[config.mk]
export PLATFORM = sky130hd
export DESIGN_NAME = msi_snooping_cache_controller
export DESIGN_NICKNAME = d
export VERILOG_FILES = /design/src/rtl/msc_pkg.sv /design/src/rtl/msc_ram.sv /design/src/rtl/msc_ctrl.sv /design/src/rtl/msc_dp.sv /design/src/rtl/msi_snooping_cache_controller.sv
export SDC_FILE = /design/constraint.sdc
export NUM_CORES = 2
export LEC_CHECK = 0
export BUFFER_PORTS_ARGS = -buffer_cell sky130_fd_sc_hd__buf_2
export CORE_ASPECT_RATIO = 0.9
export CORE_UTILIZATION = 43
export CTS_CLUSTER_DIAMETER = 80
export DETAILED_ROUTE_END_ITERATION = 6
export GPL_TIMING_DRIVEN = 0
export PLACE_DENSITY_LB_ADDON = 0.2
export REMOVE_ABC_BUFFERS = 1
export SLEW_MARGIN = 30
export SYNTH_ARGS = -nofsm -noshare
export SYNTH_HDL_FRONTEND = slang
export SYNTH_SLANG_ARGS = --single-unit
[constraint.sdc]
create_clock -name aclk -period 4.7 [get_ports aclk]
set_input_delay 0.94 -clock aclk [delete_from_list [all_inputs] [get_ports aclk]]
set_output_delay 0.94 -clock aclk [all_outputs]
set_load 0.005 [all_outputs]
[src/rtl/msc_pkg.sv]
// Shared constants, codes and types of the MSI snooping cache controller.
// No dependencies; used by scoped name by every module of the block but msc_ram.
`default_nettype none

package msc_pkg;

    // sizing
    localparam int NUM_BLOCKS = 16;
    localparam int DATA_WIDTH = 32;
    localparam int BLK_AW     = (NUM_BLOCKS > 1) ? $clog2(NUM_BLOCKS) : 1;

    // stream widths (113 bits of fields, padded to whole bytes)
    localparam int S_TDATA_W = 120;
    localparam int M_TDATA_W = 120;
    localparam int TUSER_W   = 3;
    localparam int FIELDS_W  = 113;

    // command codes (s_tuser)
    localparam logic [2:0] CMD_READ       = 3'd0;
    localparam logic [2:0] CMD_WRITE      = 3'd1;
    localparam logic [2:0] CMD_EVICT      = 3'd2;
    localparam logic [2:0] CMD_SNOOP_GETS = 3'd3;
    localparam logic [2:0] CMD_SNOOP_GETM = 3'd4;
    localparam logic [2:0] CMD_SNOOP_PUTM = 3'd5;
    localparam logic [2:0] CMD_SNOOP_DATA = 3'd6;

    // block states
    localparam logic [2:0] ST_I   = 3'd0;
    localparam logic [2:0] ST_S   = 3'd1;
    localparam logic [2:0] ST_M   = 3'd2;
    localparam logic [2:0] ST_ISD = 3'd3;
    localparam logic [2:0] ST_IMD = 3'd4;
    localparam logic [2:0] ST_SMD = 3'd5;

    // outcome codes (m_tuser)
    localparam logic [2:0] OC_DONE  = 3'd0;
    localparam logic [2:0] OC_WAIT  = 3'd1;
    localparam logic [2:0] OC_RETRY = 3'd2;
    localparam logic [2:0] OC_SNOOP = 3'd3;
    localparam logic [2:0] OC_ERR   = 3'd4;

    // bus message kinds
    localparam logic [2:0] BK_NONE = 3'd0;
    localparam logic [2:0] BK_GETS = 3'd1;
    localparam logic [2:0] BK_GETM = 3'd2;
    localparam logic [2:0] BK_PUTM = 3'd3;
    localparam logic [2:0] BK_DATA = 3'd4;

    // controller to datapath commands
    typedef struct packed {
        logic capture;  // item accepted: latch fields, start word read
        logic commit;   // update state and load the output register
    } ctl_t;

endpackage

`default_nettype wire

[src/rtl/msc_ram.sv]
// Generic single-port-write, single-port-read RAM with registered read data.
// No dependencies.
`default_nettype none

module msc_ram #(
    parameter int WIDTH = 32,
    parameter int DEPTH = 16
) (
    input  wire logic                                    aclk,
    input  wire logic                                    we,
    input  wire logic [((DEPTH > 1) ? $clog2(DEPTH) : 1)-1:0] waddr,
    input  wire logic [WIDTH-1:0]                        wdata,
    input  wire logic [((DEPTH > 1) ? $clog2(DEPTH) : 1)-1:0] raddr,
    output logic      [WIDTH-1:0]                        rdata
);

    logic [WIDTH-1:0] mem_reg [DEPTH];
    logic [WIDTH-1:0] rdata_reg;

    always_ff @(posedge aclk) begin
        if (we) begin
            mem_reg[waddr] <= wdata;
        end
        rdata_reg <= mem_reg[raddr];
    end

    assign rdata = rdata_reg;

endmodule

`default_nettype wire

[src/rtl/msc_ctrl.sv]
// Sequencer of the cache controller: accept, execute, output handshake.
// Depends on msc_pkg (ctl_t).
`default_nettype none

module msc_ctrl (
    input  wire logic         aclk,
    input  wire logic         aresetn,
    input  wire logic         s_tvalid,
    output logic              s_tready,
    output logic              m_tvalid,
    input  wire logic         m_tready,
    output msc_pkg::ctl_t     ctl
);

    localparam logic SEQ_IDLE = 1'b0;
    localparam logic SEQ_EXEC = 1'b1;

    logic seq_reg, seq_next;
    logic m_valid_reg, m_valid_next;
    logic out_free;

    assign out_free = !m_valid_reg || m_tready;
    assign s_tready = (seq_reg == SEQ_IDLE);

    always_comb begin
        seq_next     = seq_reg;
        m_valid_next = m_valid_reg;
        ctl.capture  = 1'b0;
        ctl.commit   = 1'b0;
        if (m_valid_reg && m_tready) begin
            m_valid_next = 1'b0;
        end
        case (seq_reg)
            SEQ_IDLE: begin
                if (s_tvalid) begin
                    ctl.capture = 1'b1;
                    seq_next    = SEQ_EXEC;
                end
            end
            SEQ_EXEC: begin
                // hold the item until the output register can take its result
                if (out_free) begin
                    ctl.commit   = 1'b1;
                    m_valid_next = 1'b1;
                    seq_next     = SEQ_IDLE;
                end
            end
            default: begin
                seq_next = SEQ_IDLE;
            end
        endcase
    end

    always_ff @(posedge aclk) begin
        if (!aresetn) begin
            seq_reg     <= SEQ_IDLE;
            m_valid_reg <= 1'b0;
        end else begin
            seq_reg     <= seq_next;
            m_valid_reg <= m_valid_next;
        end
    end

    assign m_tvalid = m_valid_reg;

    a_no_overlap: assert property (@(posedge aclk) disable iff (!aresetn)
        !(ctl.capture && ctl.commit))
        else $error("capture and commit in the same cycle");

    a_capture_blocks: assert property (@(posedge aclk) disable iff (!aresetn)
        ctl.capture |=> !s_tready)
        else $error("input still ready after capture");

    a_commit_shows: assert property (@(posedge aclk) disable iff (!aresetn)
        ctl.commit |=> (m_tvalid && s_tready))
        else $error("commit did not present a result");

    a_stall_holds: assert property (@(posedge aclk) disable iff (!aresetn)
        (seq_reg == SEQ_EXEC && m_tvalid && !m_tready) |=> (seq_reg == SEQ_EXEC))
        else $error("item left execute while output stalled");

endmodule

`default_nettype wire

[src/rtl/msc_dp.sv]
// Datapath of the cache controller: block states, word RAMs, pending
// transaction, protocol decisions and the output register.
// Depends on msc_pkg and msc_ram.
`default_nettype none

module msc_dp (
    input  wire logic                            aclk,
    input  wire logic                            aresetn,
    input  wire msc_pkg::ctl_t                   ctl,
    input  wire logic [msc_pkg::S_TDATA_W-1:0]   s_tdata,
    input  wire logic [msc_pkg::TUSER_W-1:0]     s_tuser,
    input  wire logic                            cfg_valid,
    input  wire logic [3:0]                      cfg_data,
    output logic      [msc_pkg::M_TDATA_W-1:0]   m_tdata,
    output logic      [msc_pkg::TUSER_W-1:0]     m_tuser
);

    localparam int AW = msc_pkg::BLK_AW;
    localparam int DW = msc_pkg::DATA_WIDTH;
    localparam int PAD_W = msc_pkg::M_TDATA_W - msc_pkg::FIELDS_W;

    // latched item
    logic [2:0]    cmd_reg;
    logic [3:0]    blk_reg;
    logic [AW-1:0] idx_reg;
    logic [DW-1:0] wval_reg;
    logic [3:0]    dreg_reg;
    logic [3:0]    sender_reg;
    logic [3:0]    recv_reg;
    logic [DW-1:0] mw0_reg;
    logic [DW-1:0] mw1_reg;
    logic          busy_reg;
    logic          bad_reg;

    // control state
    logic [3:0]    own_id_reg;
    logic          pend_reg, pend_next;
    logic [3:0]    pend_blk_reg, pend_blk_next;
    logic [DW-1:0] pend_val_reg, pend_val_next;
    logic [3:0]    pend_dreg_reg, pend_dreg_next;
    logic [2:0]    state_reg [msc_pkg::NUM_BLOCKS];

    // output register
    logic [msc_pkg::M_TDATA_W-1:0] m_tdata_reg, m_tdata_next;
    logic [msc_pkg::TUSER_W-1:0]   m_tuser_reg, m_tuser_next;

    // incoming item
    logic [2:0]    in_cmd;
    logic [3:0]    in_blk;
    logic [AW-1:0] in_idx;
    logic          in_bad;

    // RAM ports
    logic [AW-1:0] raddr;
    logic [DW-1:0] w0_rd, w1_rd;
    logic          w0_we, w1_we;
    logic [DW-1:0] w0_wd, w1_wd;

    // decision
    logic [2:0]    st;
    logic          st_we;
    logic [2:0]    st_wd;
    logic          pend_ok;
    logic          own_sender;
    logic          rwv;
    logic [3:0]    ridx;
    logic [DW-1:0] rdata;
    logic [2:0]    bkind;
    logic [3:0]    bblk;
    logic [DW-1:0] bw0, bw1;
    logic [3:0]    brecv;
    logic          btomem;
    logic [2:0]    outcome;

    assign in_cmd = s_tuser;
    assign in_blk = s_tdata[3:0];
    // a snooped PutM works on the pending block, everything else on the item's block
    assign in_idx = (in_cmd == msc_pkg::CMD_SNOOP_PUTM) ? AW'(pend_blk_reg) : AW'(in_blk);
    assign in_bad = (in_cmd > msc_pkg::CMD_SNOOP_DATA)
                 || (32'(in_blk) >= msc_pkg::NUM_BLOCKS);
    assign raddr  = ctl.capture ? in_idx : idx_reg;

    msc_ram #(.WIDTH(DW), .DEPTH(msc_pkg::NUM_BLOCKS)) u_word0 (
        .aclk  (aclk),
        .we    (w0_we),
        .waddr (idx_reg),
        .wdata (w0_wd),
        .raddr (raddr),
        .rdata (w0_rd)
    );

    msc_ram #(.WIDTH(DW), .DEPTH(msc_pkg::NUM_BLOCKS)) u_word1 (
        .aclk  (aclk),
        .we    (w1_we),
        .waddr (idx_reg),
        .wdata (w1_wd),
        .raddr (raddr),
        .rdata (w1_rd)
    );

    always_ff @(posedge aclk) begin
        if (ctl.capture) begin
            cmd_reg    <= in_cmd;
            blk_reg    <= in_blk;
            idx_reg    <= in_idx;
            bad_reg    <= in_bad;
            wval_reg   <= DW'(s_tdata[35:4]);
            dreg_reg   <= s_tdata[39:36];
            sender_reg <= s_tdata[43:40];
            recv_reg   <= s_tdata[47:44];
            mw0_reg    <= DW'(s_tdata[79:48]);
            mw1_reg    <= DW'(s_tdata[111:80]);
            busy_reg   <= s_tdata[112];
        end
    end

    assign st         = state_reg[idx_reg];
    assign pend_ok    = 32'(pend_blk_reg) < msc_pkg::NUM_BLOCKS;
    assign own_sender = (sender_reg == own_id_reg);

    always_comb begin
        outcome        = msc_pkg::OC_ERR;
        rwv            = 1'b0;
        ridx           = '0;
        rdata          = '0;
        bkind          = msc_pkg::BK_NONE;
        bblk           = '0;
        bw0            = '0;
        bw1            = '0;
        brecv          = '0;
        btomem         = 1'b0;
        st_we          = 1'b0;
        st_wd          = msc_pkg::ST_I;
        w0_we          = 1'b0;
        w1_we          = 1'b0;
        w0_wd          = mw0_reg;
        w1_wd          = mw1_reg;
        pend_next      = pend_reg;
        pend_blk_next  = pend_blk_reg;
        pend_val_next  = pend_val_reg;
        pend_dreg_next = pend_dreg_reg;

        if (!bad_reg) begin
            case (cmd_reg)
                msc_pkg::CMD_READ, msc_pkg::CMD_WRITE, msc_pkg::CMD_EVICT: begin
                    if (pend_reg) begin
                        outcome = msc_pkg::OC_RETRY;
                    end else if (st inside {msc_pkg::ST_ISD, msc_pkg::ST_IMD,
                                            msc_pkg::ST_SMD}) begin
                        outcome = msc_pkg::OC_ERR;
                    end else if (cmd_reg == msc_pkg::CMD_READ) begin
                        if (st != msc_pkg::ST_I) begin
                            outcome = msc_pkg::OC_DONE;
                            rwv     = 1'b1;
                            ridx    = dreg_reg;
                            rdata   = w0_rd;
                        end else if (busy_reg) begin
                            outcome = msc_pkg::OC_RETRY;
                        end else begin
                            outcome        = msc_pkg::OC_WAIT;
                            pend_dreg_next = dreg_reg;
                            pend_next      = 1'b1;
                            pend_blk_next  = blk_reg;
                            st_we          = 1'b1;
                            st_wd          = msc_pkg::ST_ISD;
                            bkind          = msc_pkg::BK_GETS;
                            bblk           = blk_reg;
                        end
                    end else if (cmd_reg == msc_pkg::CMD_WRITE) begin
                        if (st == msc_pkg::ST_M) begin
                            outcome = msc_pkg::OC_DONE;
                            w0_we   = 1'b1;
                            w0_wd   = wval_reg;
                        end else if (busy_reg) begin
                            outcome = msc_pkg::OC_RETRY;
                        end else begin
                            outcome       = msc_pkg::OC_WAIT;
                            pend_val_next = wval_reg;
                            pend_next     = 1'b1;
                            pend_blk_next = blk_reg;
                            st_we         = 1'b1;
                            st_wd         = (st == msc_pkg::ST_S) ? msc_pkg::ST_SMD
                                                                  : msc_pkg::ST_IMD;
                            bkind         = msc_pkg::BK_GETM;
                            bblk          = blk_reg;
                        end
                    end else begin
                        // evict
                        if (st == msc_pkg::ST_M) begin
                            if (busy_reg) begin
                                outcome = msc_pkg::OC_RETRY;
                            end else begin
                                outcome       = msc_pkg::OC_WAIT;
                                pend_next     = 1'b1;
                                pend_blk_next = blk_reg;
                                st_we         = 1'b1;
                                st_wd         = msc_pkg::ST_I;
                                bkind         = msc_pkg::BK_PUTM;
                                bblk          = blk_reg;
                            end
                        end else begin
                            outcome = msc_pkg::OC_DONE;
                            st_we   = 1'b1;
                            st_wd   = msc_pkg::ST_I;
                        end
                    end
                end
                msc_pkg::CMD_SNOOP_GETS, msc_pkg::CMD_SNOOP_GETM: begin
                    outcome = msc_pkg::OC_SNOOP;
                    if (own_sender || st == msc_pkg::ST_I) begin
                        outcome = msc_pkg::OC_SNOOP;
                    end else if (st inside {msc_pkg::ST_ISD, msc_pkg::ST_IMD,
                                            msc_pkg::ST_SMD}) begin
                        outcome = msc_pkg::OC_ERR;
                    end else begin
                        if (st == msc_pkg::ST_M) begin
                            bkind  = msc_pkg::BK_DATA;
                            bblk   = blk_reg;
                            bw0    = w0_rd;
                            bw1    = w1_rd;
                            brecv  = sender_reg;
                            btomem = (cmd_reg == msc_pkg::CMD_SNOOP_GETS);
                        end
                        st_we = 1'b1;
                        st_wd = (cmd_reg == msc_pkg::CMD_SNOOP_GETS) ? msc_pkg::ST_S
                                                                     : msc_pkg::ST_I;
                    end
                end
                msc_pkg::CMD_SNOOP_PUTM: begin
                    outcome = msc_pkg::OC_SNOOP;
                    // own PutM seen: the writeback of the evicted block follows
                    if (own_sender && pend_reg && pend_ok && st == msc_pkg::ST_I) begin
                        bkind     = msc_pkg::BK_DATA;
                        bblk      = pend_blk_reg;
                        bw0       = w0_rd;
                        bw1       = w1_rd;
                        brecv     = '0;
                        btomem    = 1'b1;
                        pend_next = 1'b0;
                    end
                end
                msc_pkg::CMD_SNOOP_DATA: begin
                    outcome = msc_pkg::OC_SNOOP;
                    if (recv_reg != own_id_reg) begin
                        outcome = msc_pkg::OC_SNOOP;
                    end else if (!pend_reg || !(st inside {msc_pkg::ST_ISD,
                                 msc_pkg::ST_IMD, msc_pkg::ST_SMD})) begin
                        outcome = msc_pkg::OC_ERR;
                    end else begin
                        pend_next = 1'b0;
                        w0_we     = 1'b1;
                        w1_we     = 1'b1;
                        st_we     = 1'b1;
                        if (st == msc_pkg::ST_ISD) begin
                            st_wd = msc_pkg::ST_S;
                            rwv   = 1'b1;
                            ridx  = pend_dreg_reg;
                            rdata = mw0_reg;
                        end else begin
                            // store miss completes with the pending value merged in
                            st_wd = msc_pkg::ST_M;
                            w0_wd = pend_val_reg;
                        end
                    end
                end
                default: begin
                    outcome = msc_pkg::OC_ERR;
                end
            endcase
        end

        // commit gates every state change
        if (!ctl.commit) begin
            w0_we = 1'b0;
            w1_we = 1'b0;
        end

        m_tuser_next = outcome;
        m_tdata_next = {{PAD_W{1'b0}}, btomem, brecv, 32'(bw1), 32'(bw0), bblk, bkind,
                        32'(rdata), ridx, rwv};
    end

    always_ff @(posedge aclk) begin
        if (!aresetn) begin
            own_id_reg    <= 4'd1;
            pend_reg      <= 1'b0;
            pend_blk_reg  <= '0;
            pend_val_reg  <= '0;
            pend_dreg_reg <= '0;
            for (int i = 0; i < msc_pkg::NUM_BLOCKS; i++) begin
                state_reg[i] <= msc_pkg::ST_I;
            end
        end else begin
            if (cfg_valid) begin
                own_id_reg <= cfg_data;
            end
            if (ctl.commit) begin
                pend_reg      <= pend_next;
                pend_blk_reg  <= pend_blk_next;
                pend_val_reg  <= pend_val_next;
                pend_dreg_reg <= pend_dreg_next;
                if (st_we) begin
                    state_reg[idx_reg] <= st_wd;
                end
            end
        end
    end

    always_ff @(posedge aclk) begin
        if (ctl.commit) begin
            m_tdata_reg <= m_tdata_next;
            m_tuser_reg <= m_tuser_next;
        end
    end

    assign m_tdata = m_tdata_reg;
    assign m_tuser = m_tuser_reg;

endmodule

`default_nettype wire

[src/rtl/msi_snooping_cache_controller.sv]
// MSI snooping cache controller: top level joining sequencer and datapath.
// Depends on msc_pkg, msc_ctrl, msc_dp (and msc_ram through msc_dp).
//
// Usage
//   s_ channel: one core access or snooped bus message per item. s_tuser
//   carries the command; s_tdata the block, write value, destination
//   register, message sender/receiver, the two Data words and bus_busy.
//   m_ channel: exactly one result item per input item, in order. m_tuser
//   carries the outcome; m_tdata the register write-back and the bus
//   message this cache issues (GetS, GetM, PutM or Data).
//   cfg_ channel: writes own_id (bus identifier); always ready. Write it
//   only while no item is in flight.
// Sequence
//   An accepted item is latched and its block's two words are read from
//   their RAMs (registered read); in execute the block then decides, updates
//   block state and loads the output register once that is free. s_tready
//   is low in execute: a new item is taken only after the last one commits.
//   Results are held in the output register; while it is full and not
//   taken, the next item may be accepted but waits in execute, and
//   s_tready stays low until its result can be loaded.
// Reset
//   aresetn low clears all block states to Invalid, drops the pending
//   transaction, sets own_id to 1 and empties the output register. Data
//   words are not cleared.
`default_nettype none

module msi_snooping_cache_controller (
    input  wire logic                            aclk,
    input  wire logic                            aresetn,
    // s_tdata, low bit up: block[3:0], write_value[35:4], dest_reg[39:36],
    // msg_sender[43:40], msg_receiver[47:44], msg_word0[79:48],
    // msg_word1[111:80], bus_busy[112], zero pad[119:113]
    input  wire logic                            s_tvalid,
    output logic                                 s_tready,
    input  wire logic [msc_pkg::S_TDATA_W-1:0]   s_tdata,
    input  wire logic [msc_pkg::TUSER_W-1:0]     s_tuser,   // cmd[2:0]
    // m_tdata, low bit up: reg_write_valid[0], reg_index[4:1],
    // reg_data[36:5], bus_kind[39:37], bus_block[43:40], bus_word0[75:44],
    // bus_word1[107:76], bus_receiver[111:108], bus_to_mem[112], pad[119:113]
    output logic                                 m_tvalid,
    input  wire logic                            m_tready,
    output logic      [msc_pkg::M_TDATA_W-1:0]   m_tdata,
    output logic      [msc_pkg::TUSER_W-1:0]     m_tuser,   // outcome[2:0]
    // own_id write
    input  wire logic                            cfg_valid,
    output logic                                 cfg_ready,
    input  wire logic [3:0]                      cfg_data
);

    msc_pkg::ctl_t ctl;

    assign cfg_ready = 1'b1;

    msc_ctrl u_ctrl (
        .aclk     (aclk),
        .aresetn  (aresetn),
        .s_tvalid (s_tvalid),
        .s_tready (s_tready),
        .m_tvalid (m_tvalid),
        .m_tready (m_tready),
        .ctl      (ctl)
    );

    msc_dp u_dp (
        .aclk      (aclk),
        .aresetn   (aresetn),
        .ctl       (ctl),
        .s_tdata   (s_tdata),
        .s_tuser   (s_tuser),
        .cfg_valid (cfg_valid),
        .cfg_data  (cfg_data),
        .m_tdata   (m_tdata),
        .m_tuser   (m_tuser)
    );

endmodule

`default_nettype wire

After elaboration in Yosys (flattened, before gate mapping)
Memory sizes are Yosys's and may differ from the RTL's. A register that Yosys moved wholly into a read port is not among the register bits.
Cells that the tools add are included.
Widths: inputs -> output; s select.
{ "word_totals": {"ram_bits": 1072, "mem_bits_ro": 0, "in_bits": 132, "latch_bits": 0, "regBits": 284, "n_memories": 3} }
{ "mem_list": {"columns": ["name", "depth", "width", "rd", "rd_clocked_by_memory_dff", "write_ports", "line", "rtl"], "rows": [
  ["u_dp.u_word0.mem_reg", 16, 32, 1, 1, 1, "msc_ram.sv:17", "logic [WIDTH-1:0] mem_reg [DEPTH];"],
  ["u_dp.u_word1.mem_reg", 16, 32, 1, 1, 1, "msc_ram.sv:17", null],
  ["u_dp.state_reg", 16, 3, 1, 1, 16, "msc_dp.sv:41", "logic [2:0] state_reg [msc_pkg::NUM_BLOCKS];"]
]} }
{ "classes": {"n_addsub": 0, "order_cmp": 1, "reduce_logical": 23, "div": 0, "mul": 0, "n_eq_ne": 19, "shift": 0, "mux": 169, "bitwise_logic": 9} }
{ "ops": {"columns": ["op", "n"], "rows": [
  ["$mux 32", 24],
  ["$pmux 32 s2", 4],
  ["$mux 4", 28],
  ["$mux 3", 33],
  ["$mux 1", 63],
  ["$eq 3x3->1 const B", 6],
  ["$pmux 3 s3", 2],
  ["$reduce_and 8->1", 2],
  ["$eq 3x2->1 const B", 4],
  ["$mux 2", 6],
  ["$pmux 3 s4", 1],
  ["$pmux 4 s3", 1],
  ["$reduce_bool 3->1", 4],
  ["$not 1->1", 9],
  ["$reduce_and 9->1", 1],
  ["$pmux 1 s2", 4],
  ["$pmux 4 s2", 1],
  ["$eq 3x1->1 const B", 2],
  ["$logic_not 3->1", 2],
  ["$ne 2x2->1 const B", 3],
  ["$pmux 1 s3", 2],
  ["$reduce_and 6->1", 1],
  ["$reduce_or 3->1", 2],
  ["$reduce_or 5->1", 1],
  ["9 further kinds", 15]
]} }

Longest topological paths before layout
{ "logic_depth": {"word_depth": 14, "mapped_depth": 11, "ltp_nobuf": 7} }

Hierarchy
Synthesis repeated with hierarchy kept, for this count alone.
{ "unflattened": {"hier_cells": 2729, "hier_area_um2": 53643.9} }
{ "by_module_without_submodules": {"columns": ["module", "instances", "area_each_um2", "cells_per_inst"], "rows": [
  ["msc_ram", 2, 19835.3, 838],
  ["msc_dp", 1, 13859.5, 1042],
  ["msc_ctrl", 1, 102.6, 9],
  ["msi_snooping_cache_controller", 1, 11.3, 2]
]} }

Least setup slack after synthesis
No wires, ideal clock.
{ "synth_path": {"path_kind": "register to register", "from": "reg u_dp.idx_reg[0]", "to": "mem u_dp.u_word0.mem_reg[11][0] (enable)", "stages_incl_launch_ff": 10, "required_time_ns": 4.279, "arrival_time_ns": 3.860, "slack_ns": 0.419, "period_less_slack_ns": 4.281, "n_path_buf": 2, "cell_sequence": "dfxtp_1 -> buf_6 -> mux4_2 -> a22o_1 -> nor2_2 -> nand2_1 -> o22ai_1 -> nand4_1 -> clkbuf_1 -> nor2_1"} }
{ "synth_rtl": {"columns": ["item", "line", "rtl"], "rows": [
  ["start: declaration", "msc_dp.sv:25", "logic [AW-1:0] idx_reg;"],
  ["start signal: assignment", "msc_dp.sv:105", "idx_reg <= in_idx;"],
  ["end: declaration", "msc_ram.sv:17", null]
]} }
No word-level cell before the write port.

Worst setup path in the final report
{ "layout_path": {"from": "reg u_dp.idx_reg[0]", "to": "mem u_dp.u_word1.mem_reg[10][1] (enable)"} }
{ "layout_rtl": {"columns": ["item", "line"], "rows": [
  ["end: declaration", "msc_ram.sv:17"]
]} }
No word-level cell before the write port.

==> results.md <==
* Run status: completed
* Largest stage delay on the critical path at around 730 ps
* Yosys warning count at 0
* Clock slew at the register clock pins of the worst setup and hold paths at roughly 60 ps
* Cell type with the highest aggregate area in the netlist: sky130_fd_sc_hd__edfxtp_1
* Switching power as a share of total power at between 20% and 30%
* Top post-synthesis cells by count: sky130_fd_sc_hd__edfxtp_1 (1,305), sky130_fd_sc_hd__mux4_2 (264), sky130_fd_sc_hd__mux2i_1 (242)
* Global Route Usage Sum at 20.15%
* Overall die width at 375.6 um
* Cells after Synth at between 2,000 and 3,000
* Global route total overflow at 0
* Cell with the biggest individual delay on the critical path: sky130_fd_sc_hd__nor2_4
* Proportion of power drawn by flip-flops and latches at between 50 and 60%
* Power spent charging and discharging nets at ~6.6 mW
* Post-layout util at 53.29%
* Setup repair after global routing missed its margin: no
* Post-detailed-placement half-perimeter wirelength at ~85 mm
* EDFF count, synth at ~1,300
* Top-count cell post-synth: sky130_fd_sc_hd__edfxtp_1
* Maximum fanout along the worst path at 22
* Clock period minus worst slack at around 4500 ps
* Minimum hold slack at around 330 ps
* Initial Util at a little over two fifths
* Final setup violation count at 0
* Number of port buffers at around 240
* Clk Tree Root Cell: sky130_fd_sc_hd__clkbuf_16
* Synth unique cells at 67
* Proportion of register bits with asynchronous set or reset after synthesis at 0%
* Floorplan die area at around 130,000 um^2
* Kind of critical path: register to register
* Cts bufs inserted at 147
* Power density over cell area at around 440 nW/um^2
* Vias per Instance at between 5 and 6
* TritonCTS clock tree: built
* Final clock skew at ~30 ps
* Total number of clock tree sinks at approximately 1,400
* Count of antenna-violating nets left after detailed routing at 0
* Drt wl/cell at about 26 um
* Synthesis-stage register bit count at 1,420
* Highest clock frequency the design can meet at 222.5 MHz
* Area growth syn-to-layout at 22.14%
* Most common flop cell mapped by yosys: sky130_fd_sc_hd__edfxtp_1
* Worst slack, placed at -335.9 ps
* Post-route fraction of the period consumed by the critical path at about 96%
* Share of Yosys cell area claimed by the top area cell type at between 70% and 80%
* Worst max-slew margin expressed relative to the limit at 30.41%
* Net count reported at finish at about 3,300
* Site row count at approximately 120
* Number of top-level pins at roughly 260
* Dpl cell area at ~61,000 um^2
* Core Box Area at about 120,000 um^2
* Total wire length at approximately 130 mm
* Overall die height at 338.2 um
* Crit path DAT at just under 5000 ps
* GP Congestion at between 0.8 and 0.9
* Static Leak at ~22 nW
* Type of the most critical hold path: input pin to register
* Latest clock arrival within the worst-skew pair at 790 ps
* Slew Viols, Final at 0
* Cells along the critical path: mux4_1 > nand2_1 > and4_1 > nand3_4 > nand2_1 > nand3_2 > nor2_4 > buf_16 > buf_16
* Final worst slack at 206.3 ps
* Number of optimization iterations in the first detailed-route pass at 7
* Combinational fraction of design power at about 9.7%
* Synthesized area divided by synthesized cell count at roughly 20 um^2
* Crit path capture type: register
* Max Buffers Root-to-Sink at 3
* Number of DRC markers after the initial detailed-route iteration at between 2,000 and 2,500
* Clock power share at between 40% and 50%
* Via count of the first global-routing pass at about 28,000
* Highest ir drop seen on vdd at 0.3430 mV
* Number of endpoints with negative hold slack in the final report at 0
* DRC violation count after routing at 0
* Sequential fraction of the synthesis area at between 70% and 80%
* Worst path required time at 5170 ps
* Syn Std Cell Area at approximately 54,000 um^2
* Total via count in the routed design at about 27,000
* Maximum capacitance violations at 0
* Worst Max-Slew Pin Slew at approximately 1000 ps
* Largest net degree at the start of global routing at between 70 and 80
* Global-route wire length before repair at about 190 mm
* CTS H-tree depth at 4
* Category of the worst setup path launch point: register
* Top area cells in the synthesized netlist: sky130_fd_sc_hd__edfxtp_1 (73%), sky130_fd_sc_hd__mux4_2 (11%), sky130_fd_sc_hd__mux2i_1 (4.5%)
* Number of antenna violations at the first check in global routing at 4
* Area of all placed cells without fillers at around 66,000 um^2
* Share of post-route cells with drive strength above 1 at ~31%
* Internal Power at approximately 22 mW
cell usage in the layout (no fill, tap or decap), types with 23 or more instances in the layout:
master	synthesis	layout
sky130_fd_sc_hd__nand2_1	56	56
sky130_fd_sc_hd__buf_16	0	117
sky130_fd_sc_hd__nand3_1	34	33
sky130_fd_sc_hd__o21ai_2	1	30
sky130_fd_sc_hd__buf_8	2	23
sky130_fd_sc_hd__buf_2	40	242
sky130_fd_sc_hd__nor2_1	175	141
sky130_fd_sc_hd__edfxtp_1	1305	1305
sky130_fd_sc_hd__and2_1	72	72
sky130_fd_sc_hd__clkbuf_16	0	148
sky130_fd_sc_hd__a22oi_1	69	69
sky130_fd_sc_hd__mux2i_1	242	242
sky130_fd_sc_hd__dfxtp_1	115	113
sky130_fd_sc_hd__nor2_4	0	33
sky130_fd_sc_hd__clkbuf_1	75	35
sky130_fd_sc_hd__mux4_2	264	264
sky130_fd_sc_hd__inv_1	41	39
critical path: cells and delay by family (launching register included):
family / cells / cell delay [ps]
buffers and inverters: 2 / 420
and+or+nand+nor: 6 / 2520
DFF: 1 / 570
muxes: 1 / 620
per-stage QoR:
stage	power, mW	std cells	TNS (ps)
finish	28.83	4928	0
global route	29.81	4927	0
CTS	29.15	4924	0
detailed placement	17.57	4646	-48310
global placement	18.67	4468	-8383920
floorplan	17.38	2552	-1328620
cell families after synthesis:
logic type	Yosys count	share of synthesized area [%]
buffers and inverters	196	1.642
AND/OR/NAND/NOR	394	3.502
flip-flops	1420	76.81
AO/OA/AOI/OAI	169	2.201
XOR/XNOR	9	0.1459
multiplexers	510	15.69
other	2	0.01390
power by group through the flow:
stage                     logic, mW  clock network (mW)  registers [mW]
final                          2.81                11.5            14.5
after global placement         3.92                   0            14.8
after CTS                      2.85                11.8            14.5
after floorplan                2.73                   0            14.6
after global routing           3.01                12.3            14.5
after detailed placement       2.83                   0            14.7
path summary, 6_finish.rpt:
kind | depth (start not counted) | end | slack, ps | from
worst max register to register | 9 | u_dp.u_word1.mem_reg[10][1] | 210 | u_dp.idx_reg[0]
worst max-delay path | 9 | u_dp.u_word1.mem_reg[10][1] | 210 | u_dp.idx_reg[0]
worst min-delay path | 1 | u_dp.mw0_reg[5] | 330 | s_tdata[53]
worst min register to register | 2 | u_dp.pend_blk_reg[3] | 490 | u_dp.pend_blk_reg[3]
final cells by class:
type                            count  area, um^2
Clock buffer                      205        4138
Inverter                           42       173.9
Clock inverter                     70       715.7
Fill cell                        9454       57820
Timing Repair Buffer              425        5205
Multi-Input combinational cell   1090       12150
Tap cell                         1674        2095
Sequential cell                  1420       41490
Antenna cell                        2       5.005
routing by layer:
layer / vias to the layer above / share of wire [%] / global-route usage, %
li1: 11740 / - / -
met1: 14070 / 42 / 26.95
met2: 851 / 50 / 33.39
met3: 195 / 5.2 / 3.414
met4: 0 / 2.7 / 7.015
met5: - / 0 / 0
repair_timing:
action                                  in CTS  in global routing
resized for setup                            9                  3
hold endpoints to repair                     0                  0
buffers inserted                             3                  2
pin swaps                                    3                  2
hold buffers                                 0                  0
endpoints found under the setup margin     477                154
Note: power is estimated with default switching activity, not from simulation.
